--- src/hdl/nrt_pkg.sv ---
`timescale 1ns / 1ps
// ----------------------------------------------------------------------------
// nrt_pkg
// Shared types, constants and command/status bundles for the sphere table.
// ----------------------------------------------------------------------------
package nrt_pkg;

	localparam int TABLE_DEPTH = 64;
	localparam int IDX_W = $clog2(TABLE_DEPTH);
	localparam int CNT_W = IDX_W + 1;

	localparam int POS_W = 24;
	localparam int RAD_W = 20;
	localparam int D2_W = 51;
	localparam int T_W = 25;
	localparam int ENTRY_W = 3 * POS_W + RAD_W;

	typedef enum logic [2:0] {
		FN_INSERT = 3'd0,
		FN_QUERY = 3'd1,
		FN_POP = 3'd2,
		FN_MARK = 3'd3,
		FN_BASKET = 3'd4,
		FN_EMPTY = 3'd5,
		FN_CLEAR = 3'd6,
		FN_NOP = 3'd7
	} func_t;

	typedef enum logic [2:0] {
		ST_OK = 3'd0,
		ST_DUP = 3'd1,
		ST_FULL = 3'd2,
		ST_EMPTY = 3'd3,
		ST_NOCUR = 3'd4
	} status_t;

	typedef enum logic [3:0] {
		S_IDLE,
		S_SCAN_RD,
		S_SCAN_CMP,
		S_SORT_RD,
		S_SORT_MV,
		S_SCAN_NEXT,
		S_FINISH,
		S_POP_RD,
		S_POP_WAIT,
		S_RESULT
	} state_t;

	typedef struct packed {
		logic load_req;
		logic scan_init;
		logic scan_rd;
		logic scan_cmp;
		logic sort_rd;
		logic sort_mv;
		logic sort_put;
		logic scan_next;
		logic finish;
		logic pop_rd;
		logic pop_take;
		logic do_mark;
		logic do_basket;
		logic do_empty;
		logic do_clear;
		logic out_load;
	} nrt_cmd_t;

	typedef struct packed {
		func_t func;
		logic scan_done;
		logic hit;
		logic k_zero;
		logic sort_stop;
		logic list_empty;
		logic cur_valid;
	} nrt_sts_t;

endpackage

--- src/hdl/nrt_ctrl.sv ---
`timescale 1ns / 1ps
// ----------------------------------------------------------------------------
// nrt_ctrl
// Sequencer: scans the table, runs the insertion sort, pops and finishes.
// ----------------------------------------------------------------------------
module nrt_ctrl (
	input logic clk,
	input logic arst_n,
	input logic in_fire,
	output logic in_rdy,
	output logic out_vld,
	input logic out_rdy,
	input nrt_pkg::nrt_sts_t sts,
	output nrt_pkg::nrt_cmd_t cmd
);
	import nrt_pkg::*;

	state_t state_q, state_d;

	always_ff @(posedge clk or negedge arst_n) begin
		if (!arst_n) state_q <= S_IDLE;
		else state_q <= state_d;
	end

	always_comb begin
		state_d = state_q;
		cmd = '0;
		in_rdy = 1'b0;
		out_vld = 1'b0;
		unique case (state_q)
			S_IDLE: begin
				in_rdy = 1'b1;
				if (in_fire) begin
					cmd.load_req = 1'b1;
					state_d = S_FINISH;
					// FINISH re-dispatches once the request is latched
				end
			end
			S_FINISH: begin
				unique case (sts.func) inside
					FN_INSERT, FN_QUERY: begin
						cmd.scan_init = 1'b1;
						state_d = S_SCAN_NEXT;
					end
					FN_POP: begin
						if (sts.list_empty) begin
							cmd.out_load = 1'b1;
							state_d = S_RESULT;
						end else begin
							cmd.pop_rd = 1'b1;
							state_d = S_POP_RD;
						end
					end
					FN_MARK: begin
						cmd.do_mark = sts.cur_valid;
						cmd.out_load = 1'b1;
						state_d = S_RESULT;
					end
					FN_BASKET: begin
						cmd.do_basket = sts.cur_valid;
						state_d = S_POP_WAIT;
					end
					FN_EMPTY: begin
						cmd.do_empty = 1'b1;
						state_d = S_POP_WAIT;
					end
					FN_CLEAR: begin
						cmd.do_clear = 1'b1;
						state_d = S_POP_WAIT;
					end
					default: begin
						cmd.out_load = 1'b1;
						state_d = S_RESULT;
					end
				endcase
			end
			S_SCAN_NEXT: begin
				if (sts.scan_done) begin
					cmd.finish = 1'b1;
					state_d = S_POP_WAIT;
				end else begin
					cmd.scan_rd = 1'b1;
					state_d = S_SCAN_RD;
				end
			end
			S_SCAN_RD: begin
				state_d = S_SCAN_CMP;
			end
			S_SCAN_CMP: begin
				cmd.scan_cmp = 1'b1;
				state_d = S_SORT_RD;
			end
			S_SORT_RD: begin
				if (!sts.hit) begin
					cmd.scan_next = 1'b1;
					state_d = S_SCAN_NEXT;
				end else if (sts.k_zero) begin
					cmd.sort_put = 1'b1;
					state_d = S_SCAN_NEXT;
				end else begin
					cmd.sort_rd = 1'b1;
					state_d = S_SORT_MV;
				end
			end
			S_SORT_MV: begin
				if (sts.sort_stop) begin
					cmd.sort_put = 1'b1;
					state_d = S_SCAN_NEXT;
				end else begin
					cmd.sort_mv = 1'b1;
					state_d = S_SORT_RD;
				end
			end
			S_POP_RD: begin
				state_d = S_POP_WAIT;
			end
			S_POP_WAIT: begin
				cmd.pop_take = (sts.func == FN_POP);
				cmd.out_load = 1'b1;
				state_d = S_RESULT;
			end
			S_RESULT: begin
				out_vld = 1'b1;
				if (out_rdy) state_d = S_IDLE;
			end
			default: state_d = S_IDLE;
		endcase
	end

endmodule

--- config.mk ---
export PLATFORM = sky130hd
export DESIGN_NAME = nrt_ctrl
export DESIGN_NICKNAME = d
export VERILOG_FILES = /design/src/hdl/nrt_pkg.sv /design/src/hdl/nrt_ctrl.sv
export SDC_FILE = /design/constraint.sdc
export NUM_CORES = 1
export LEC_CHECK = 0
export ABC_AREA = 1
export BUFFER_PORTS_ARGS = -buffer_cell sky130_fd_sc_hd__buf_2
export CAP_MARGIN = 20
export CORE_AREA = 2 2 39 41
export CTS_BUF_LIST = sky130_fd_sc_hd__clkbuf_8
export CTS_CLUSTER_SIZE = 28
export DETAILED_ROUTE_END_ITERATION = 12
export DIE_AREA = 0 0 41 43
export GPL_ROUTABILITY_DRIVEN = 0
export PLACE_DENSITY = 0.75
export SLEW_MARGIN = 40
export SYNTH_ARGS = -nofsm -noshare
export SYNTH_HDL_FRONTEND = slang
export SYNTH_SLANG_ARGS = --single-unit
--- constraint.sdc ---
create_clock -name clk -period 1.4 [get_ports clk]
set_input_delay 0.42 -clock clk [delete_from_list [all_inputs] [get_ports clk]]
set_output_delay 0.42 -clock clk [all_outputs]
set_load 0.005 [all_outputs]
# Word-level counts from Yosys, hierarchy flattened

Cells that the tools add are included.

Flip-flop bits (word level): 4
Input bits: 13
Output and inout port bits: 18
Logic and storage cells: 67

Equality and inequality tests: 17
Multiplexer cells: 43
Reductions and logical operators: 6

Operator list:

| cell                                          | number |
|---|---|
| case mux 4 bit (10 select lines)              | 1 |
| 2-to-1 mux 1 bit                              | 31 |
| 2-to-1 mux 4 bit                              | 6 |
| == test 4 x 3 -> 1 bit, second input constant | 4 |
| case mux 4 bit (3 select lines)               | 1 |
| == test 3 bit, second input constant          | 3 |
| == test 4 x 2 -> 1 bit, second input constant | 2 |
| == test 4 bit, second input constant          | 2 |
| == test 3 x 2 -> 1 bit, second input constant | 2 |
| case mux 1 bit (2 select lines)               | 3 |
| OR reduction 5 bit                            | 1 |
| == test 4 x 1 -> 1 bit, second input constant | 1 |
| logical NOT 4 bit                             | 1 |
| inequality test 2 bit, second input constant  | 2 |
| == test 3 x 1 -> 1 bit, second input constant | 1 |
| logical NOT 3 bit                             | 1 |
| 2-to-1 mux 3 bit                              | 1 |
| OR reduction 3 bit                            | 1 |
| AND reduction 2 bit                           | 1 |
| OR reduction 2 bit                            | 1 |

# Longest topological paths before layout

Gate-level depths: netlist of the first run.

Depth in word-level cells: 4
Depth in mapped cells: 6

# Least setup slack after synthesis of the first run

Ideal clock, no wire load.

Kind: register -> output
From: register state_q[3]
To: output cmd[9] (netlist name)
Data arrival time: 1004 ps
Data required time: 980 ps
Setup slack: -24 ps
Stages on the path, launching flop included: 4
Path through: dfrtp_1 -> nor2_1 -> nand2_1 -> o31ai_1

RTL lines:

| what                     | line           | source |
|---|---|---|
| start: declaration       | nrt_ctrl.sv:18 | `state_t state_q, state_d;` |
| start signal: assignment | nrt_ctrl.sv:22 | `else state_q <= state_d;` |
| end: declaration         | nrt_ctrl.sv:14 | `output nrt_pkg::nrt_cmd_t cmd` |

==> results of run 1 <==
critical path, delay by kind of cell (launching register included):
family | cells | cell delay, ps
flip-flops | 1 | 430
buffers and inverters | 3 | 350
AND/OR/NAND/NOR | 3 | 340
through the flow:
step	util	cell area [um^2]	setup WS, ps	TNS, ps	power [uW]
6_report	0.728	1010	-367	-4970	1720
5_1_grt	0.728	1010	-408	-6060	1830
4_1_cts	0.669	926	-326	-4630	1570
3_5_place_dp	0.590	817	-137	-985	1130
3_3_place_gp	0.590	817	-109	-732	1100
2_1_floorplan	-	474	1.71	0	672
synthesized netlist by cell type (all sizes together):
library cell	count
inv	16
and2	1
o21ai	5
nor2	21
nand3b	1
nor4	2
dfrtp	4
nand2	19
nor3	3
nand4	1
nand3	8
o31ai	1
a21oi	2
cell usage in the layout, fill, tap and decap left out:
| master | n |
|---|---|
| nand2_1 | 12 |
| nor3_4 | 1 |
| o31ai_2 | 1 |
| o21ai_1 | 1 |
| nand2_4 | 1 |
| o21ai_2 | 1 |
| buf_6 | 3 |
| nand3b_1 | 1 |
| o21ai_0 | 3 |
| dfrtp_1 | 1 |
| nor2_1 | 12 |
| clkbuf_8 | 3 |
| buf_2 | 30 |
| inv_1 | 11 |
| nor2_2 | 3 |
| nor4_2 | 2 |
| nand3_1 | 6 |
| nand2_2 | 6 |
| a21oi_1 | 2 |
| dfrtp_2 | 3 |
| nand3_2 | 2 |
| buf_4 | 26 |
| and2_1 | 1 |
| nor2_4 | 6 |
| nor3_1 | 1 |
| inv_2 | 5 |
| nor3_2 | 1 |
| nand4_1 | 1 |
cells by family (layout without fill, tap and decap cells):
family | Yosys count | after routing | share of synthesized area
compound gates | 8 | 8 | 0.0981
buf+inv | 16 | 78 | 0.127
flops | 4 | 4 | 0.212
simple gates | 56 | 56 | 0.562
path summary, 6_finish.rpt:
path	cells past startpoint	slack [ps]	endpoint
max in group asynchronous	1	1260	state_q[1]
worst min-delay path	1	5	state_q[3]
worst max register to register	9	-20	state_q[0]
worst max-delay path	6	-370	cmd[13]
worst min register to register	4	830	state_q[3]
min in group clk	3	480	state_q[1]
per-layer routing:
metal | GRT usage | up-vias
li1 | - | 391
met1 | 0.289 | 362
met2 | 0.422 | 37
met3 | 0.0524 | 4
met4 | 0.0667 | 0
met5 | 0 | -
timing repair:
item	in CTS	in global routing
setup buffers	3	3
hold buffers	0	0
endpoints found under the setup margin	18	22
gates resized for setup	17	14
endpoints found under the hold margin	0	0
pin swaps	8	6
power by group through the flow:
stage	sequential, uW	clock (uW)	combinational, uW
final	278	237	1200
after global routing	286	253	1290
after CTS	262	243	1060
after detailed placement	235	0	891
after global placement	233	0	864
after floorplan	229	0	443
cell type report:
class	count	area, um^2
multi-input cells	64	403
repair buffers	59	379
fillers	110	377
flip-flops and latches	4	104
inverters	16	60.1
clock buffers	3	41.3
well taps	16	20.0
==> impl_metrics.ini, run 1 <==
[logic_synthesis]
syn_avg_cell_area_um2 = 5.62
synth_area_leaders = dfrtp_1 (21%), nand2_1 (14%), nor2_1 (14%)
syn_inst = 84
ys_warn_count = 0
yosysSeqAreaShare = 0.212
syn_nets = 97
yosysTopAreaCell = dfrtp_1
netlist_area_um2 = 472
synth_cell_types = 20
ys_ff_latch = 4
yosysTopAreaCellShare = 0.212

[placed_design]
portBuffers = 30
dp.cells = 153
dp_hpwl_um = 1280

[critical_path]
cp_max_fo = 4
critPathSlowestCell = dfrtp_2
slowest_delay_ps = 430
start_kind = register
rr_startpoint = state_q[0]
startpoint = state_q[0]
critPathKind = reg -> out
crit_required_ps = 980
cp.arrival_ps = 1350
crit_path_end_kind = primary output
path_cells = inv_2, buf_4, nor2_4, nand2_1, nor2_2, buf_2

[clock_tree]
cts_tree = done
clockRootBuffer = clkbuf_8
ctsLongestPathBuffers = 2
clock_latency_ps = 210
htreeDepth = 1
clk_pin_slew_ps = 30
cts_inserted_buffers = 3
cts.sink_count = 4

[cells_and_area]
final_nets = 161
largest_reg_flops = 4
syn2layout_area_growth_pct = 114
layout.cells.non_filler = 162
reg_top3 = state_q: 4 flops
top_register = state_q
n_antenna_cell = 0
drive_gt1_frac = 0.644

[power]
power_frac_comb = 0.700
swShare = 0.453
pwr_density_cell_nw_per_um2 = 1700
ir_drop_uv = 1540
pwr-share-seq = 0.162
power.switching_uw = 778
pwr-share-clk = 0.138
power.internal_uw = 938
p_leak_uw = 0.000586

[sta]
setup_viol = 19
finalHoldViolations = 0
worst-slew-pin-transition_ps = 243
timing.final.ws_setup_ps = -367
fin_crit_sh = 1.26
period_needed_ps = 1770
hold_ws_ps = 5.35
drv_slew = 0
max_freq_ghz = 0.566
rsz0062_at_grt = true
max-slew-margin-rel = 0.838
clock_skew_ps = 1.83

[detailed_routing]
via_count = 794
drtIter0Drc = 19
avgViaCountPerCell = 4.90
dr.pass1.iters = 4
drc = 0
wl_met1_um = 724
top_layer_used = met4
drtAntennaViolNets = 0
drt-wirelength-per-cell_um = 12.1
route.met2.wl_um = 1090
wl_met3_um = 113
drt_wl_total_um = 1960

[outcome]
violations = setup timing
status = finished with violations

[global_routing]
overflow = 0
antenna_found_initial = 0
grt_max_degree = 8
track_usage = 0.246
grt_pass1_wl_um = 2980
grt_pass1_vias = 712

[hold_path]
hold_class = in -> async

[floorplan]
rows = 14
die_w_um = 41
coreArea_um2 = 1380
io_pins = 31
die_h_um = 43
initial_core_util = 0.341
die_area_um2 = 1760

[flow_run]
cap_violations = 0
(Power assumes the default switching activity.)
==> inputs of run 2 (changes only) <==
==> constraint.sdc (replaced) <==
create_clock -name clk -period 2.1 [get_ports clk]
set_input_delay 0.63 -clock clk [delete_from_list [all_inputs] [get_ports clk]]
set_output_delay 0.63 -clock clk [all_outputs]
set_load 0.005 [all_outputs]
==> impl_metrics.ini, run 2 (same netlist as run 1, synthesis figures left out) <==
[sta]
rsz0062_at_grt = false
period_needed_ps = 1980
setup_viol = 0
clock_skew_ps = 0.889
finalHoldViolations = 0
drv_slew = 0
worst-slew-pin-transition_ps = 194
max-slew-margin-rel = 0.870
fin_crit_sh = 0.943
max_freq_ghz = 0.505
hold_ws_ps = 215
setup_tns_ps = 0

[power]
p_leak_uw = 0.000431
ir_drop_uv = 715
pwr_density_cell_nw_per_um2 = 1090

[detailed_routing]
drtAntennaViolNets = 0
drc = 0
via_count = 649
drt_wl_total_um = 1230
drtIter0Drc = 6
drt-wirelength-per-cell_um = 9.16
dr.pass1.iters = 4
avgViaCountPerCell = 4.84

[clock_tree]
cts.sink_count = 4
clock_latency_ps = 210
cts_tree = done
ctsLongestPathBuffers = 2
cts_setup_buffers = 0
clockRootBuffer = clkbuf_8
clk_pin_slew_ps = 30
htreeDepth = 1
cts_inserted_buffers = 3

[global_routing]
grt_max_degree = 8
overflow = 0
track_usage = 0.157
met2_usage = 0.244
grt_pass1_vias = 531
top_usage_layer = met2
grt_util_met3 = 0.0314
antenna_found_initial = 0
grt_pass1_wl_um = 1940
met1_usage = 0.204

[critical_path]
crit_buf_inv = 3
slowest_delay_ps = 140
startpoint = sts[7]
cp.arrival_ps = 1350
critPathKind = in -> out
critPathSlowestCell = o21ai_0
path_cells = buf_2, inv_2, nor2_1, nand2_1, o21ai_0, nand2_1, nand2_1, buf_2
crit_path_end_kind = primary output
crit_required_ps = 1470
cp_max_fo = 5
crit_family = simple AND/OR/NAND/NOR gates
crit_path_frequent_cell = nand2_1
rr_startpoint = state_q[3]
start_kind = input pin

[floorplan]
io_pins = 31
die_area_um2 = 1760
initial_core_util = 0.341
die_h_um = 43
coreArea_um2 = 1380
rows = 14
die_w_um = 41

[cells_and_area]
syn2layout_area_growth_pct = 47.7
n_antenna_cell = 0
final_common_cell = buf_2
final_nets = 133
drive_gt1_frac = 0.390
mostFrequentLayoutCells = buf_2 (30), nand2_1 (18), nor2_1 (15)
top_register = state_q
largest_reg_flops = 4
reg_top3 = state_q: 4 flops

[placed_design]
dp_hpwl_um = 1040
portBuffers = 30

[outcome]
status = complete, no violations

[flow_run]
cap_violations = 0

[hold_path]
hold_class = in -> async
==> run 2: changes by cell type in the layout (fill, tap and decap cells not counted), sizes merged <==
cell	delta
buf	-28
==> run 2: worst reg2reg max path, stage by stage, from the launching register on <==
cell	delay, ps
dfrtp_1	430
nor2_1	190
buf_4	150
nand2_1	80
o21ai_2	160
nor2_1	70
==> run 2: worst paths after layout <==
path | to | slack [ps] | depth (start not counted)
setup reg to reg | state_q[2] | 900 | 5
hold reg to reg | state_q[3] | 730 | 4
hold / removal | state_q[0] | 220 | 1
min in group clk | state_q[1] | 690 | 3
max in group asynchronous | state_q[1] | 1750 | 1
setup / recovery | cmd[0] | 120 | 8
==> run 2: layer usage <==
layer  routed length [um]  share of wire
met5                    0              0
met3                   60          0.049
met4                   10         0.0081
met1                  545           0.44
met2                  611           0.50
==> run 2: per-stage QoR <==
stage	area (um^2)	cells	util	power, uW	worst slack (ps)
floorplan	472	84	-	444	398
global placement	649	131	0.469	575	130
detailed placement	649	131	0.469	586	109
CTS	691	134	0.499	749	73.8
global route	697	134	0.504	832	21.1
finish	697	134	0.504	756	120
==> run 2: power by group <==
part	switching, uW	internal [uW]
logic	261	170
clock network	37.1	122
registers	50.7	116
total	349	407
==> run 2: what timing repair did <==
action / in CTS / in global routing
setup endpoints to repair: 0 / 4
resized for setup: 0 / 3
hold buffers: 0 / 0
==> run 2: cell type report <==
class,count,area (um^2)
clock buffer,3,41.3
fill,139,687
inverter,16,60.1
multi-input combinational,64,317
sequential,4,101
tap,16,20.0
timing repair buffer,31,158
==> inputs of run 3 (changes only) <==
==> constraint.sdc (replaced) <==
create_clock -name clk -period 2.4 [get_ports clk]
set_input_delay 0.72 -clock clk [delete_from_list [all_inputs] [get_ports clk]]
set_output_delay 0.72 -clock clk [all_outputs]
set_load 0.005 [all_outputs]
==> impl_metrics.ini, run 3 (same netlist as run 1, synthesis figures left out) <==
[sta]
max_freq_ghz = 0.459
rsz0062_at_grt = false
drv_slew = 0
clock_skew_ps = 2.01
max-slew-margin-rel = 0.777
period_needed_ps = 2180
setup_viol = 0
worst-slew-pin-transition_ps = 334
fin_crit_sh = 0.908
finalHoldViolations = 0
setup_tns_ps = 0

[global_routing]
track_usage = 0.165
grt_max_degree = 8
antenna_found_initial = 0
grt_pass1_vias = 522
overflow = 0
grt_pass1_wl_um = 2020

[clock_tree]
ctsLongestPathBuffers = 2
clock_latency_ps = 210
clockRootBuffer = clkbuf_8
clk_pin_slew_ps = 30
cts.sink_count = 4
cts_setup_buffers = 0
cts_hold_buf = 0
cts_tree = done
htreeDepth = 1
cts_resized = 0
cts_inserted_buffers = 3

[placed_design]
placed_area_um2 = 642
portBuffers = 30
dp_hpwl_um = 1070

[critical_path]
crit_required_ps = 1680
start_kind = input pin
crit_path_frequent_cell = nand2_1
cp.arrival_ps = 1460
crit_path_end_kind = primary output
cp_max_fo = 5
path_cells = buf_2, inv_2, nor2_1, nand2_1, o21ai_0, nand2_1, nand2_1, buf_2
critPathSlowestCell = o21ai_0
slowest_delay_ps = 140
critPathKind = in -> out

[power]
swShare = 0.467
p_leak_uw = 0.000428
power_frac_comb = 0.567
power.internal_uw = 340
ir_drop_uv = 450
pwr-share-seq = 0.218
pwr_density_cell_nw_per_um2 = 935
pwr-share-clk = 0.215
power.switching_uw = 299

[floorplan]
rows = 14
io_pins = 31
die_area_um2 = 1760
initial_core_util = 0.341
die_h_um = 43
die_w_um = 41
coreArea_um2 = 1380

[detailed_routing]
dr.pass1.iters = 4
drtIter0Drc = 13
drc = 0
via_count = 640
drt-wirelength-per-cell_um = 9.50
drtAntennaViolNets = 0
drt_wl_total_um = 1260
avgViaCountPerCell = 4.81

[cells_and_area]
reg_top3 = state_q: 4 flops
syn2layout_area_growth_pct = 44.8
mostFrequentLayoutCells = buf_2 (30), nand2_1 (18), nor2_1 (17)
fin_area_um2 = 683
drive_gt1_frac = 0.359
post-route-util = 0.494
final_nets = 132
largest_reg_flops = 4
n_antenna_cell = 0
final_common_cell = buf_2
top_register = state_q

[outcome]
status = complete, no violations

[hold_path]
hold_class = in -> async

[flow_run]
cap_violations = 0
## run 3: worst paths after layout
path                       cells after the start       start  slack, ps          to
min reg2reg                                    4  state_q[2]        740  state_q[3]
max                                            8      sts[7]        220      cmd[0]
max in group asynchronous                      1      arst_n       1980  state_q[1]
min                                            1      arst_n        300  state_q[3]
min in group clk                               4  state_q[2]        740  state_q[3]
max reg2reg                                    5  state_q[1]       1110  state_q[0]
## run 3: cell type report
cell class	instances	area [um^2]
fillers	157	701
multi-input cells	64	312
well taps	16	20.0
inverters	16	60.1
clock buffers	3	41.3
repair buffers	30	150
flip-flops and latches	4	100
## run 3: power by group through the flow
stage | Clock, uW | Sequential [uW] | Combinational (uW)
2_1_floorplan | 0 | 131 | 257
3_3_place_gp | 0 | 137 | 353
3_5_place_dp | 0 | 139 | 359
4_1_cts | 140 | 138 | 364
5_1_grt | 143 | 144 | 414
6_report | 138 | 139 | 362
## run 3: per-layer routing
metal  global-route usage  wire length (um)  vias up
li1                     -                 -      336
met1                0.208               538      285
met2                0.256               657       17
met3               0.0157                47        2
met4                0.100                19        0
met5                    0                 0        -
## run 3: critical path, delay by kind of cell
kind,cells,cell delay [ps]
compound gates,1,140
buf+inv,3,290
simple gates,4,300
## run 3: per-stage QoR
stage	setup WS [ps]	power, uW	cells	hold WS (ps)
after floorplan	518	388	84	424
after global placement	251	490	130	524
after detailed placement	214	498	130	526
after CTS	216	642	133	302
after global routing	118	700	133	312
final	220	639	133	302
